`config.mk`:
```
export PLATFORM = sky130hd
export DESIGN_NAME = nearest_neighbor_downscaler
export DESIGN_NICKNAME = d
export VERILOG_FILES = /design/src/rtl/nnds_pkg.sv /design/src/rtl/nearest_neighbor_downscaler.sv
export VERILOG_INCLUDE_DIRS = /design/src /design/src/rtl
export SDC_FILE = /design/constraint.sdc
export NUM_CORES = 1
export LEC_CHECK = 0
export ABC_AREA = 1
export BUFFER_PORTS_ARGS = -buffer_cell sky130_fd_sc_hd__buf_4
export CAP_MARGIN = 20
export CORE_ASPECT_RATIO = 1.5
export CORE_MARGIN = 4
export CORE_UTILIZATION = 50
export DETAILED_ROUTE_END_ITERATION = 10
export GPL_TIMING_DRIVEN = 0
export HOLD_SLACK_MARGIN = 0.12
export PLACE_DENSITY = 0.64
export SYNTH_ARGS = -nofsm -noshare
export SYNTH_HDL_FRONTEND = slang
export SYNTH_SLANG_ARGS = --single-unit
```
`constraint.sdc`:
```
create_clock -name clock -period 18.95 [get_ports clock]
set_input_delay 3.79 -clock clock [delete_from_list [all_inputs] [get_ports clock]]
set_output_delay 3.79 -clock clock [all_outputs]
set_load 0.01 [all_outputs]
```
`src/rtl/nearest_neighbor_downscaler_defines.svh`:
```
// Assertion macros used by the downscaler RTL.
`ifndef NEAREST_NEIGHBOR_DOWNSCALER_DEFINES_SVH
`define NEAREST_NEIGHBOR_DOWNSCALER_DEFINES_SVH

// Condition and consequence checked in the same cycle.
`define NNDS_ASSERT_NOW(lbl, ante, cons, msg) \
   lbl: assert property (@(posedge clock) disable iff (reset) (ante) |-> (cons)) \
      else $error(msg);

// Consequence checked in the cycle after the condition.
`define NNDS_ASSERT_NEXT(lbl, ante, cons, msg) \
   lbl: assert property (@(posedge clock) disable iff (reset) (ante) |=> (cons)) \
      else $error(msg);

`endif

```
`src/rtl/nnds_pkg.sv`:
```
// Types, constants and helper functions of the nearest neighbor downscaler.
`default_nettype none
package nnds_pkg;

   // Largest frame dimension and the derived widths.
   localparam int MAX_DIMENSION = 4096;
   localparam int DIM_W         = 13;   // size registers, can hold MAX_DIMENSION
   localparam int COORD_W       = 12;   // source coordinates
   localparam int NUM_W         = 24;   // numerator accumulators
   localparam int BOUND_W       = 25;   // bound accumulators and bound plus size
   localparam int INDEX_W       = 24;   // output pixel index
   localparam int CSR_INDEX_W   = 3;
   localparam int CSR_DATA_W    = 13;
   localparam int REQ_DATA_W    = 24;
   localparam int RSP_DATA_W    = 72;

   // Configuration register indexes.
   typedef enum logic [CSR_INDEX_W-1:0] {
      REG_SOURCE_WIDTH       = 3'd0,
      REG_SOURCE_HEIGHT      = 3'd1,
      REG_TARGET_WIDTH       = 3'd2,
      REG_TARGET_HEIGHT      = 3'd3,
      REG_CHANNEL_COUNT      = 3'd4,
      REG_INTERLEAVED_LAYOUT = 3'd5
   } csr_index_type;

   // Reset values of the configuration registers.
   localparam logic [DIM_W-1:0] SOURCE_WIDTH_RESET  = 13'd640;
   localparam logic [DIM_W-1:0] SOURCE_HEIGHT_RESET = 13'd480;
   localparam logic [DIM_W-1:0] TARGET_WIDTH_RESET  = 13'd192;
   localparam logic [DIM_W-1:0] TARGET_HEIGHT_RESET = 13'd192;
   localparam logic [1:0]       CHANNEL_COUNT_RESET = 2'd3;
   localparam logic [1:0]       CHANNEL_COUNT_ALL   = 2'd3;
   localparam logic [DIM_W-1:0] DIM_LIMIT           = DIM_W'(MAX_DIMENSION);

   // Result payload, last field in the lowest bits.
   typedef struct packed {
      logic [7:0]         chan2;
      logic [7:0]         chan1;
      logic [7:0]         chan0;
      logic [INDEX_W-1:0] raster_index;
      logic [COORD_W-1:0] out_y;
      logic [COORD_W-1:0] out_x;
   } rsp_payload_type;

   // A size of zero acts as one, a size above the limit acts as the limit.
   function automatic logic [DIM_W-1:0] clamp_dim(input logic [DIM_W-1:0] value,
                                                  input logic [DIM_W-1:0] limit);
      logic [DIM_W-1:0] result;
      result = value;
      if (value == '0) begin
         result = DIM_W'(1);
      end else if (value > limit) begin
         result = limit;
      end
      return result;
   endfunction

endpackage
`default_nettype wire

```
`src/rtl/nearest_neighbor_downscaler.sv`:
```
// Streaming nearest neighbor downscaler: picks source pixels for a smaller output frame.
//
// Source BGR pixels enter in raster order, one transaction per pixel, and the block emits
// the pixels that nearest neighbor sampling keeps, with their output coordinates, running
// pixel index and channels in layout order; rsp_tlast marks the final output pixel of a
// frame. The block takes one source pixel every clock cycle as long as the output side
// keeps up: the row and column add-and-compare accumulators update in the cycle of the
// transaction and a kept pixel is registered for the result port. An output
// register backed by a one-entry skid buffer lets the input keep flowing while one result
// waits; req_tready drops only when both hold a result. The configuration port is always
// ready; any write to a listed register restarts the frame. Targets larger than the
// source are clamped, so each source pixel gives at most one output pixel.
`default_nettype none
`include "nearest_neighbor_downscaler_defines.svh"
module nearest_neighbor_downscaler (
   input  wire logic        clock,
   input  wire logic        reset,
   // Source pixel channel.
   input  wire logic        req_tvalid,
   output logic             req_tready,
   input  wire logic [23:0] req_tdata,   // blue[7:0], green[15:8], red[23:16]
   // Result channel.
   output logic             rsp_tvalid,
   input  wire logic        rsp_tready,
   output logic [71:0]      rsp_tdata,   // out_x[11:0], out_y[23:12], raster_index[47:24],
                                         // chan0[55:48], chan1[63:56], chan2[71:64]
   output logic             rsp_tlast,   // last_of_frame
   // Configuration write channel.
   input  wire logic        csr_valid,
   output logic             csr_ready,
   input  wire logic [2:0]  csr_index,
   input  wire logic [12:0] csr_data
);

   localparam int DIM_W   = nnds_pkg::DIM_W;
   localparam int COORD_W = nnds_pkg::COORD_W;
   localparam int NUM_W   = nnds_pkg::NUM_W;
   localparam int BOUND_W = nnds_pkg::BOUND_W;
   localparam int INDEX_W = nnds_pkg::INDEX_W;

   // Configuration registers.
   logic [DIM_W-1:0] source_width_ff, source_height_ff;
   logic [DIM_W-1:0] target_width_ff, target_height_ff;
   logic [1:0]       channel_count_ff;
   logic             interleaved_ff;

   // Frame walk state; output counters can reach the target size itself.
   logic [COORD_W-1:0] src_col_ff,  src_col_in;
   logic [COORD_W-1:0] src_row_ff,  src_row_in;
   logic [DIM_W-1:0]   out_col_ff,  out_col_in;
   logic [DIM_W-1:0]   out_row_ff,  out_row_in;
   logic [NUM_W-1:0]   col_num_ff,  col_num_in;
   logic [BOUND_W-1:0] col_bound_ff, col_bound_in;
   logic [NUM_W-1:0]   row_num_ff,  row_num_in;
   logic [BOUND_W-1:0] row_bound_ff, row_bound_in;
   logic [INDEX_W-1:0] out_idx_ff,  out_idx_in;

   // Output register and skid buffer.
   nnds_pkg::rsp_payload_type rsp_data_ff, rsp_data_in, skid_data_ff, new_data;
   logic rsp_last_ff, rsp_last_in, skid_last_ff, new_last;
   logic rsp_valid_ff, rsp_valid_in, skid_valid_ff, skid_valid_in;

   logic [DIM_W-1:0] sw, sh, tw, th;
   logic [1:0]       cc;
   logic             csr_write, csr_restart, req_accept, rsp_pop;
   logic             row_hit, col_hit, hit, produce, col_wrap, row_wrap;
   logic [7:0]       pix_blue, pix_green, pix_red;

   assign csr_ready  = 1'b1;
   assign req_tready = !skid_valid_ff;
   assign csr_write  = csr_valid && csr_ready;
   assign req_accept = req_tvalid && req_tready;
   assign rsp_pop    = rsp_valid_ff && rsp_tready;

   // Effective sizes after clamping.
   assign sw = nnds_pkg::clamp_dim(source_width_ff, nnds_pkg::DIM_LIMIT);
   assign sh = nnds_pkg::clamp_dim(source_height_ff, nnds_pkg::DIM_LIMIT);
   assign tw = nnds_pkg::clamp_dim(target_width_ff, sw);
   assign th = nnds_pkg::clamp_dim(target_height_ff, sh);
   assign cc = (channel_count_ff == 2'd0) ? nnds_pkg::CHANNEL_COUNT_ALL : channel_count_ff;

   // Keep test: next output coordinate times source size lies below the next bound.
   assign row_hit = ({1'b0, row_num_ff} < (row_bound_ff + BOUND_W'(th))) && (out_row_ff < th);
   assign col_hit = ({1'b0, col_num_ff} < (col_bound_ff + BOUND_W'(tw))) && (out_col_ff < tw);
   assign hit     = row_hit && col_hit;
   assign produce = req_accept && hit;

   assign col_wrap = ({1'b0, src_col_ff} + DIM_W'(1)) >= sw;
   assign row_wrap = ({1'b0, src_row_ff} + DIM_W'(1)) >= sh;

   assign pix_blue  = req_tdata[7:0];
   assign pix_green = req_tdata[15:8];
   assign pix_red   = req_tdata[23:16];

   // Result payload of the pixel in this transaction.
   always_comb begin
      new_data.out_x        = out_col_ff[COORD_W-1:0];
      new_data.out_y        = out_row_ff[COORD_W-1:0];
      new_data.raster_index = out_idx_ff;
      new_data.chan0        = interleaved_ff ? pix_red : pix_blue;
      new_data.chan1        = (cc >= 2'd2) ? pix_green : 8'd0;
      new_data.chan2        = (cc >= 2'd3) ? (interleaved_ff ? pix_blue : pix_red) : 8'd0;
      new_last = ((out_col_ff + DIM_W'(1)) == tw) && ((out_row_ff + DIM_W'(1)) == th);
   end

   // Frame walk: counters and accumulators advance by one source pixel.
   always_comb begin
      src_col_in   = src_col_ff;
      src_row_in   = src_row_ff;
      out_col_in   = out_col_ff;
      out_row_in   = out_row_ff;
      col_num_in   = col_num_ff;
      col_bound_in = col_bound_ff;
      row_num_in   = row_num_ff;
      row_bound_in = row_bound_ff;
      out_idx_in   = out_idx_ff;
      if (req_accept) begin
         if (hit) begin
            out_idx_in = out_idx_ff + INDEX_W'(1);
            out_col_in = out_col_ff + DIM_W'(1);
            col_num_in = col_num_ff + NUM_W'(sw);
         end
         if (col_wrap) begin
            src_col_in   = '0;
            out_col_in   = '0;
            col_num_in   = '0;
            col_bound_in = '0;
            if (row_wrap) begin
               // End of frame: everything starts over.
               src_row_in   = '0;
               out_row_in   = '0;
               row_num_in   = '0;
               row_bound_in = '0;
               out_idx_in   = '0;
            end else begin
               if (row_hit) begin
                  out_row_in = out_row_ff + DIM_W'(1);
                  row_num_in = row_num_ff + NUM_W'(sh);
               end
               src_row_in   = src_row_ff + COORD_W'(1);
               row_bound_in = row_bound_ff + BOUND_W'(th);
            end
         end else begin
            src_col_in   = src_col_ff + COORD_W'(1);
            col_bound_in = col_bound_ff + BOUND_W'(tw);
         end
      end
   end

   // Output register fed from the skid buffer first, then from a new result.
   always_comb begin
      rsp_valid_in  = rsp_valid_ff;
      rsp_data_in   = rsp_data_ff;
      rsp_last_in   = rsp_last_ff;
      skid_valid_in = skid_valid_ff;
      if (!rsp_valid_ff || rsp_pop) begin
         if (skid_valid_ff) begin
            rsp_valid_in  = 1'b1;
            rsp_data_in   = skid_data_ff;
            rsp_last_in   = skid_last_ff;
            skid_valid_in = 1'b0;
         end else begin
            rsp_valid_in = produce;
            rsp_data_in  = new_data;
            rsp_last_in  = new_last;
         end
      end else if (produce) begin
         skid_valid_in = 1'b1;
      end
   end

   // A write to a listed register also restarts the frame.
   always_comb begin
      case (csr_index)
         nnds_pkg::REG_SOURCE_WIDTH,
         nnds_pkg::REG_SOURCE_HEIGHT,
         nnds_pkg::REG_TARGET_WIDTH,
         nnds_pkg::REG_TARGET_HEIGHT,
         nnds_pkg::REG_CHANNEL_COUNT,
         nnds_pkg::REG_INTERLEAVED_LAYOUT: csr_restart = csr_write;
         default:                          csr_restart = 1'b0;
      endcase
   end

   // Configuration registers.
   always_ff @(posedge clock) begin
      if (reset) begin
         source_width_ff  <= nnds_pkg::SOURCE_WIDTH_RESET;
         source_height_ff <= nnds_pkg::SOURCE_HEIGHT_RESET;
         target_width_ff  <= nnds_pkg::TARGET_WIDTH_RESET;
         target_height_ff <= nnds_pkg::TARGET_HEIGHT_RESET;
         channel_count_ff <= nnds_pkg::CHANNEL_COUNT_RESET;
         interleaved_ff   <= 1'b0;
      end else if (csr_write) begin
         case (csr_index)
            nnds_pkg::REG_SOURCE_WIDTH:       source_width_ff  <= csr_data;
            nnds_pkg::REG_SOURCE_HEIGHT:      source_height_ff <= csr_data;
            nnds_pkg::REG_TARGET_WIDTH:       target_width_ff  <= csr_data;
            nnds_pkg::REG_TARGET_HEIGHT:      target_height_ff <= csr_data;
            nnds_pkg::REG_CHANNEL_COUNT:      channel_count_ff <= csr_data[1:0];
            nnds_pkg::REG_INTERLEAVED_LAYOUT: interleaved_ff   <= csr_data[0];
            default: ;
         endcase
      end
   end

   // Frame walk state.
   always_ff @(posedge clock) begin
      if (reset || csr_restart) begin
         src_col_ff   <= '0;
         src_row_ff   <= '0;
         out_col_ff   <= '0;
         out_row_ff   <= '0;
         col_num_ff   <= '0;
         col_bound_ff <= '0;
         row_num_ff   <= '0;
         row_bound_ff <= '0;
         out_idx_ff   <= '0;
      end else begin
         src_col_ff   <= src_col_in;
         src_row_ff   <= src_row_in;
         out_col_ff   <= out_col_in;
         out_row_ff   <= out_row_in;
         col_num_ff   <= col_num_in;
         col_bound_ff <= col_bound_in;
         row_num_ff   <= row_num_in;
         row_bound_ff <= row_bound_in;
         out_idx_ff   <= out_idx_in;
      end
   end

   // Output valid flags.
   always_ff @(posedge clock) begin
      if (reset) begin
         rsp_valid_ff  <= 1'b0;
         skid_valid_ff <= 1'b0;
      end else begin
         rsp_valid_ff  <= rsp_valid_in;
         skid_valid_ff <= skid_valid_in;
      end
   end

   // Output and skid payloads.
   always_ff @(posedge clock) begin
      rsp_data_ff <= rsp_data_in;
      rsp_last_ff <= rsp_last_in;
      if (rsp_valid_ff && !rsp_pop && produce) begin
         skid_data_ff <= new_data;
         skid_last_ff <= new_last;
      end
   end

   assign rsp_tvalid = rsp_valid_ff;
   assign rsp_tdata  = rsp_data_ff;
   assign rsp_tlast  = rsp_last_ff;

   // The skid buffer only fills behind a stalled output register.
   `NNDS_ASSERT_NOW(a_skid_behind_output, skid_valid_ff, rsp_valid_ff,
                    "skid buffer holds a result while the output register is empty")
   // The output column and row never run past the effective target width and height.
   `NNDS_ASSERT_NOW(a_out_col_bounded, 1'b1, (out_col_ff <= tw) && (out_row_ff <= th),
                    "output coordinate beyond the target size")
   // A kept pixel behind a stalled result must land in the skid buffer.
   `NNDS_ASSERT_NEXT(a_stall_fills_skid, rsp_valid_ff && !rsp_tready && produce,
                     skid_valid_ff, "result lost while the output was stalled")
   // A listed register write restarts the frame walk.
   `NNDS_ASSERT_NEXT(a_csr_restarts, csr_valid && csr_ready &&
                     (csr_index <= nnds_pkg::REG_INTERLEAVED_LAYOUT),
                     (src_col_ff == '0) && (src_row_ff == '0) && (out_idx_ff == '0),
                     "configuration write did not restart the frame")

endmodule
`default_nettype wire

```
Word-level counts from Yosys, hierarchy flattened

Index checks and enable logic that the tools add are counted.

Register bits: 375
Output and inout port bits: 76

Reduce and logical (&&, ||, !) cells: 33
Muxes and demuxes: 32
Order comparisons: 12
Add/sub/neg operators: 11
Equality and inequality tests: 7

Operators with widths:

| operator                                                               | count |
|---|---|
| 24-bit two-way mux                                                     | 7 |
| 13-bit two-way mux                                                     | 12 |
| 72-bit two-way mux                                                     | 1 |
| 13-bit zero test                                                       | 4 |
| 25-bit by 13-bit adder with 25-bit output                              | 2 |
| 24-bit by 25-bit less-than comparator with 1-bit output                | 2 |
| 25-bit two-way mux                                                     | 2 |
| 24-bit by 13-bit adder with 24-bit output                              | 2 |
| 8-bit two-way mux                                                      | 4 |
| 12-bit by 1-bit adder with 13-bit output (second input constant)       | 2 |
| 13-bit by 1-bit adder with 13-bit output (second input constant)       | 2 |
| 13-bit equality test                                                   | 2 |
| 13-bit >= comparator                                                   | 2 |
| 13-bit > comparator                                                    | 2 |
| 13-bit > comparator (second input constant)                            | 2 |
| 13-bit less-than comparator                                            | 2 |
| 12-bit by 1-bit adder with 12-bit output (second input constant)       | 2 |
| 24-bit by 1-bit adder with 24-bit output (second input constant)       | 1 |
| 12-bit two-way mux                                                     | 2 |
| 2-bit AND reduction                                                    | 8 |
| 1-bit logical AND                                                      | 9 |
| 3-bit by 2-bit equality test with 1-bit output (second input constant) | 2 |
| 3-bit equality test (second input constant)                            | 2 |
| 6-bit OR reduction                                                     | 1 |
| other kinds (11)                                                       | 18 |

Longest topological paths before layout

Word-level depth: 13
Mapped depth: 46
Mapped depth without buffers: 45

Worst setup path after synthesis

Ideal clock, no wire load.

Path type: reg2reg
From: reg source_width_ff[8]
To: reg skid_data_ff[0] (netlist name), enable pin
Setup slack: 10221 ps
Buffers on the path: 1
Period minus slack after synthesis: 8729 ps
Setup time: 504 ps
Arrival time: 8224 ps
Required time: 18446 ps
Stages on the path, launching flop included: 40
Path through: dfxtp_1 > nor2_1 > nand3_1 > nor2_1 > nand2_1 > nand2_1 > nand2_1 > ha_1 > nand2_1 > inv_1 > nand3_1 > nor2_1 > nand3_1 > nand2_1 > inv_1 > o211ai_1 > ha_1 > inv_1 > [4 not listed] > nand2_1 > nand2_1 > a21oi_1 > o21ai_0 > nand2_1 > nor3_1 > xor2_1 > inv_1 > ha_1 > a21oi_1 > o21bai_1 > nand2_1 > nand3_1 > nor2_4 > nor2b_4 > nand2_2 > buf_2 > nor2_1

Cells in the longest elaborated chain, start to end: 12
Elaborated cells between the ends (all ways): 14
Classes of those cells: 1 x add/sub; 4 x order compare; 4 x mux; 5 x reduce/logical

Ends and longest elaborated chain:

| item                                                    | line                               | text |
|---|---|---|
| start, declared                                         | nearest_neighbor_downscaler.sv:42  | `logic [DIM_W-1:0] source_width_ff, source_height_ff;` |
| start signal, assigned                                  | nearest_neighbor_downscaler.sv:188 | `source_width_ff <= nnds_pkg::SOURCE_WIDTH_RESET;` |
| start signal, assigned                                  | nearest_neighbor_downscaler.sv:196 | `nnds_pkg::REG_SOURCE_WIDTH: source_width_ff <= csr_data;` |
| 13-bit > comparator                                     | nnds_pkg.sv:53                     | `end else if (value > limit) begin` |
| 13-bit two-way mux                                      | nnds_pkg.sv:53                     |  |
| 13-bit two-way mux *                                    | nnds_pkg.sv:51                     | `if (value == '0) begin` |
| 13-bit > comparator                                     | nnds_pkg.sv:53                     |  |
| 13-bit two-way mux *                                    | nnds_pkg.sv:53                     |  |
| 13-bit two-way mux *                                    | nnds_pkg.sv:51                     |  |
| 25-bit by 13-bit adder with 25-bit output               | nearest_neighbor_downscaler.sv:84  | `assign col_hit = ({1'b0, col_num_ff} < (col_bound_ff + BOUND_W'(tw))) && (out_col_ff < tw);` |
| 24-bit by 25-bit less-than comparator with 1-bit output | nearest_neighbor_downscaler.sv:84  |  |
| 1-bit logical AND *                                     | nearest_neighbor_downscaler.sv:84  |  |
| 1-bit logical AND *                                     | nearest_neighbor_downscaler.sv:85  | `assign hit = row_hit && col_hit;` |
| 1-bit logical AND *                                     | nearest_neighbor_downscaler.sv:86  | `assign produce = req_accept && hit;` |
| 1-bit logical AND *                                     | nearest_neighbor_downscaler.sv:247 | `if (rsp_valid_ff && !rsp_pop && produce) begin` |
| end signal, assigned                                    | nearest_neighbor_downscaler.sv:248 | `skid_data_ff <= new_data;` |
| end, declared                                           | nearest_neighbor_downscaler.sv:59  | `nnds_pkg::rsp_payload_type rsp_data_ff, rsp_data_in, skid_data_ff, new_data;` |

Every way passes the cells marked *; elsewhere a longest branch is shown, timed or not.
A chain may end at the register's enable or synchronous reset.

Final worst setup path

From: reg source_height_ff[6]
To: reg skid_data_ff[70] (netlist name), enable pin

Cells in the longest elaborated chain, start to end: 12
Elaborated cells between the ends (all ways): 14
Classes of those cells: 1 x add/sub; 4 x order compare; 4 x mux; 5 x reduce/logical

Ends and longest elaborated chain:

| item                                                    | line                               | text |
|---|---|---|
| start, declared                                         | nearest_neighbor_downscaler.sv:42  |  |
| start signal, assigned                                  | nearest_neighbor_downscaler.sv:189 | `source_height_ff <= nnds_pkg::SOURCE_HEIGHT_RESET;` |
| start signal, assigned                                  | nearest_neighbor_downscaler.sv:197 | `nnds_pkg::REG_SOURCE_HEIGHT: source_height_ff <= csr_data;` |
| 13-bit > comparator                                     | nnds_pkg.sv:53                     |  |
| 13-bit two-way mux                                      | nnds_pkg.sv:53                     |  |
| 13-bit two-way mux *                                    | nnds_pkg.sv:51                     |  |
| 13-bit > comparator                                     | nnds_pkg.sv:53                     |  |
| 13-bit two-way mux *                                    | nnds_pkg.sv:53                     |  |
| 13-bit two-way mux *                                    | nnds_pkg.sv:51                     |  |
| 25-bit by 13-bit adder with 25-bit output               | nearest_neighbor_downscaler.sv:83  | `assign row_hit = ({1'b0, row_num_ff} < (row_bound_ff + BOUND_W'(th))) && (out_row_ff < th);` |
| 24-bit by 25-bit less-than comparator with 1-bit output | nearest_neighbor_downscaler.sv:83  |  |
| 1-bit logical AND *                                     | nearest_neighbor_downscaler.sv:83  |  |
| 1-bit logical AND *                                     | nearest_neighbor_downscaler.sv:85  |  |
| 1-bit logical AND *                                     | nearest_neighbor_downscaler.sv:86  |  |
| 1-bit logical AND *                                     | nearest_neighbor_downscaler.sv:247 |  |

Marked as above.

==> impl_metrics.yaml <==
final_layout:
  layout_commonest_cell: "sky130_fd_sc_hd__nand2_1"
  nets: 3424
  antenna-diode-count: 0
  filler_cell_count_in_the_final_layout: 4194
  area_overhead_vs_synth_pct: 13.8
  multiInputGateArea_sq_um: 11900
  drive_above_1_share_pct: 7.41
  ff_latch_area_sq_um: 8970
  mostFrequentLayoutCells: "767 x sky130_fd_sc_hd__nand2_1, 373 x sky130_fd_sc_hd__inv_1, 274 x sky130_fd_sc_hd__a21oi_1"
  layoutNonFillerInstCount: 3806
clock_tree:
  cts_buffers: 40
  clock_latency_ns: 0.57
  cts.root.buffer_cell: "sky130_fd_sc_hd__clkbuf_16"
  cts.repair_timing.setup_buffer_count: 0
  tritoncts: "built"
  number_of_buffers_between_clock_root_and_the_deepest_sink: 3
  cts_hold_buffers: 0
  post_cts.resized_instances: 0
  cts.htree.levels: 2
  cts_sinks: 375
  clk_pin_slew_worst_paths_ns: 0.07
power_and_ir_drop:
  sw_frac_of_total_pct: 28.8
  internal_power_w: 0.00147
  power.share.clock_pct: 40.5
  p_seq_share_pct: 42.8
  totalPowerFinal_w: 0.00207
  power.static_leakage_nw: 11.4
  power_density_nw_per_um2: 80.3
  worst_ir_drop_vdd_mv: 0.0589
  power.combinational.fraction_pct: 16.8
  net-switching-power_w: 0.000596
worst_hold_path:
  worst_hold_path.num_cells: 2
  hold_path_startpoint: "src_col_ff[11]$_SDFFE_PP0P_"
  destination_of_the_worst_hold_path: "src_col_ff[11]$_SDFFE_PP0P_"
  timing.hold.worst.class: "reg -> reg"
sta:
  post-route-period-util_pct: 43.6
  achievable_freq_mhz: 121
  timing.max_slew.rel_slack_pct: 29.4
  grt_setup_unrepaired: "no"
  final.min_clock_period_ns: 8.27
  max_slew.worst_pin.slew_ns: 1.06
  final_critical_path_setup_slack_ns: 10.68
  hold_ws_ns: 0.469
  skew_ns: 0.0176
  finalHoldViolCount: 0
  timing_max_transition_violations_final: 0
  setup_violations: 0
  setup_tns_ns: 0
critical_path:
  reg2reg_slack_ns: 10.68
  cp_data_arrival_time_ns: 8.52
  critical_path.startpoint: "source_height_ff[6]$_SDFFE_PP1P_"
  slowest_stage: "sky130_fd_sc_hd__nor2_4"
  cpPeakStageDelay_ns: 0.62
  critical_path.endpoint_type: "register"
  regToRegStartpoint: "source_height_ff[6]$_SDFFE_PP1P_"
  worst-setup-path-type: "reg -> reg"
  r2r_cells: 39
  critical_path.reg2reg.endpoint: "skid_data_ff[70]$_DFFE_PP_"
  cpMostUsedCell: "sky130_fd_sc_hd__nand2_1"
  critical_path.startpoint_type: "register"
  maximum_net_fanout_on_the_critical_path: 27
  critPathRequiredTime_ns: 19.20
floorplan:
  starting_density_of_the_core_pct: 50.6
  die_y_um: 269
  die-area_sq_um: 48900
  core_area_sq_um: 44800
  number_of_placement_rows: 95
  chipWidth_um: 182
  io_pins: 121
synthesis:
  synth.yosys.seq_area_share_pct: 39.6
  avgSynthCellArea_sq_um: 7.49
  syn_nets: 3257
  post_synth_instance_area_sq_um: 22700
  ys_seq_elements: 375
  synth_ff_type: "sky130_fd_sc_hd__dfxtp_1"
  synth_edf_count: 146
  yosys_warnings: 0
  synth_cell_type_count: 50
  syn_inst: 3026
  postSynth.asyncResetShare_pct: 0
route:
  drt_first_iter_violations: 1289
  avgRoutedWirePerCell_um: 19.2
  post_drt_via_cell_ratio: 5.58
  postRouteAntennaNets: 0
  remaining_drc_errors: 0
  wirelength_mm: 73.0
  detail_route.first_pass.iterations: 5
  dr_total_vias: 21224
grt:
  grt_max_degree: 49
  first_global_vias: 20888
  initial_antenna_violation_count: 0
  grt_first_pass_wirelength_mm: 113
  global_route.overflow_total: 0
  grt.total_usage_pct: 29.0
placement:
  dp.cells: 3732
  dpl.hpwl_mm: 57.4
  gp_routability_congestion: 0.969
  post_placement_setup_slack_ns: 10.76
  placement.io_buffers: 119
job:
  max_cap_violations: 0
outcome:
  run_status: "finished clean"
-- layer usage --
layer | global-route usage [%] | wire (um) | vias up
met3 | 2.83 | 3220 | 201
met2 | 55.7 | 38400 | 648
met4 | 15.7 | 4290 | 0
li1 | - | - | 10430
met5 | 0 | 0 | -
met1 | 31.1 | 27100 | 9945
-- synth_stat cells, drive strengths merged (15+ instances only) --
| cell type | number | area share, % |
|---|---|---|
| dfxtp | 229 | 20 |
| a21oi | 274 | 6.0 |
| nand3 | 212 | 4.7 |
| nor4 | 18 | 0.50 |
| nor2 | 221 | 3.7 |
| xnor2 | 30 | 1.2 |
| ha | 182 | 10 |
| clkbuf | 66 | 1.1 |
| nor3 | 38 | 0.86 |
| nand4 | 72 | 2.0 |
| o21ai | 182 | 4.0 |
| inv | 376 | 6.2 |
| xor2 | 80 | 3.1 |
| o211ai | 15 | 0.50 |
| nand2 | 772 | 13 |
| buf | 29 | 0.73 |
| edfxtp | 146 | 19 |
-- power by group through the flow --
| stage | Clock (W) | Sequential, W | Combinational [W] |
|---|---|---|---|
| 6_report | 0.000838 | 0.000885 | 0.000347 |
| 5_1_grt | 0.000881 | 0.000888 | 0.000382 |
| 4_1_cts | 0.000850 | 0.000885 | 0.000345 |
| 3_5_place_dp | 0 | 0.000903 | 0.000343 |
| 3_3_place_gp | 0 | 0.000905 | 0.000334 |
| 2_1_floorplan | 0 | 0.000909 | 0.000206 |
-- worst max path at each step --
stage                                 end  slack, ns  depth (start not counted)
6_report       skid_data_ff[70]$_DFFE_PP_      10.68                         39
5_1_grt         skid_data_ff[2]$_DFFE_PP_      10.15                         39
4_1_cts        skid_data_ff[70]$_DFFE_PP_      10.72                         39
3_5_place_dp   skid_data_ff[67]$_DFFE_PP_      10.76                         39
3_3_place_gp   skid_data_ff[58]$_DFFE_PP_       6.85                         38
2_1_floorplan   skid_data_ff[0]$_DFFE_PP_      10.22                         39
-- state kept, by name (all words and copies together), names as in the netlist, 24 cells and up --
signal / cells
row_num_ff: 24
rsp_tdata: 72
col_bound_ff: 25
row_bound_ff: 25
col_num_ff: 24
out_idx_ff: 24
skid_data_ff: 72
-- worst max-delay path: cells and delay by family, from the launching register on --
kind / cells / cell delay (ns)
adders and majority gates: 4 / 1.33
AOI/OAI and AO/OA: 7 / 1.55
xor gates and xnor gates: 1 / 0.23
DFF: 1 / 0.33
and+or+nand+nor: 20 / 3.44
buffers and inverters: 7 / 1.03
-- through the flow --
stage / cell area [sq um] / utilization (%)
CTS: 25800 / 57.5
global placement: 24300 / 54.2
finish: 25800 / 57.5
global route: 25800 / 57.5
floorplan: 22700 / -
detailed placement: 24400 / 54.4
-- area by class of cell --
class | count | area share [%]
Tap cell | 582 | 2.82
Clock buffer | 47 | 4.10
Buffer | 95 | 1.61
Multi-Input combinational cell | 2177 | 46.0
Inverter | 379 | 5.53
Clock inverter | 26 | 1.27
Sequential cell | 375 | 34.8
Timing Repair Buffer | 125 | 3.86
-- kinds of logic (layout without fill, tap and decap cells) --
| family | after synthesis | in the layout | share of synthesized area, % |
|---|---|---|---|
| buffers and inverters | 474 | 672 | 8.10 |
| xor gates and xnor gates | 110 | 110 | 4.25 |
| adders and majority gates | 186 | 186 | 10.4 |
| AOI/OAI and AO/OA | 523 | 523 | 12.3 |
| and+or+nand+nor | 1357 | 1357 | 25.4 |
| DFF | 375 | 375 | 39.6 |
| other | 1 | 1 | 0.0165 |
(Power assumes the default switching activity.)
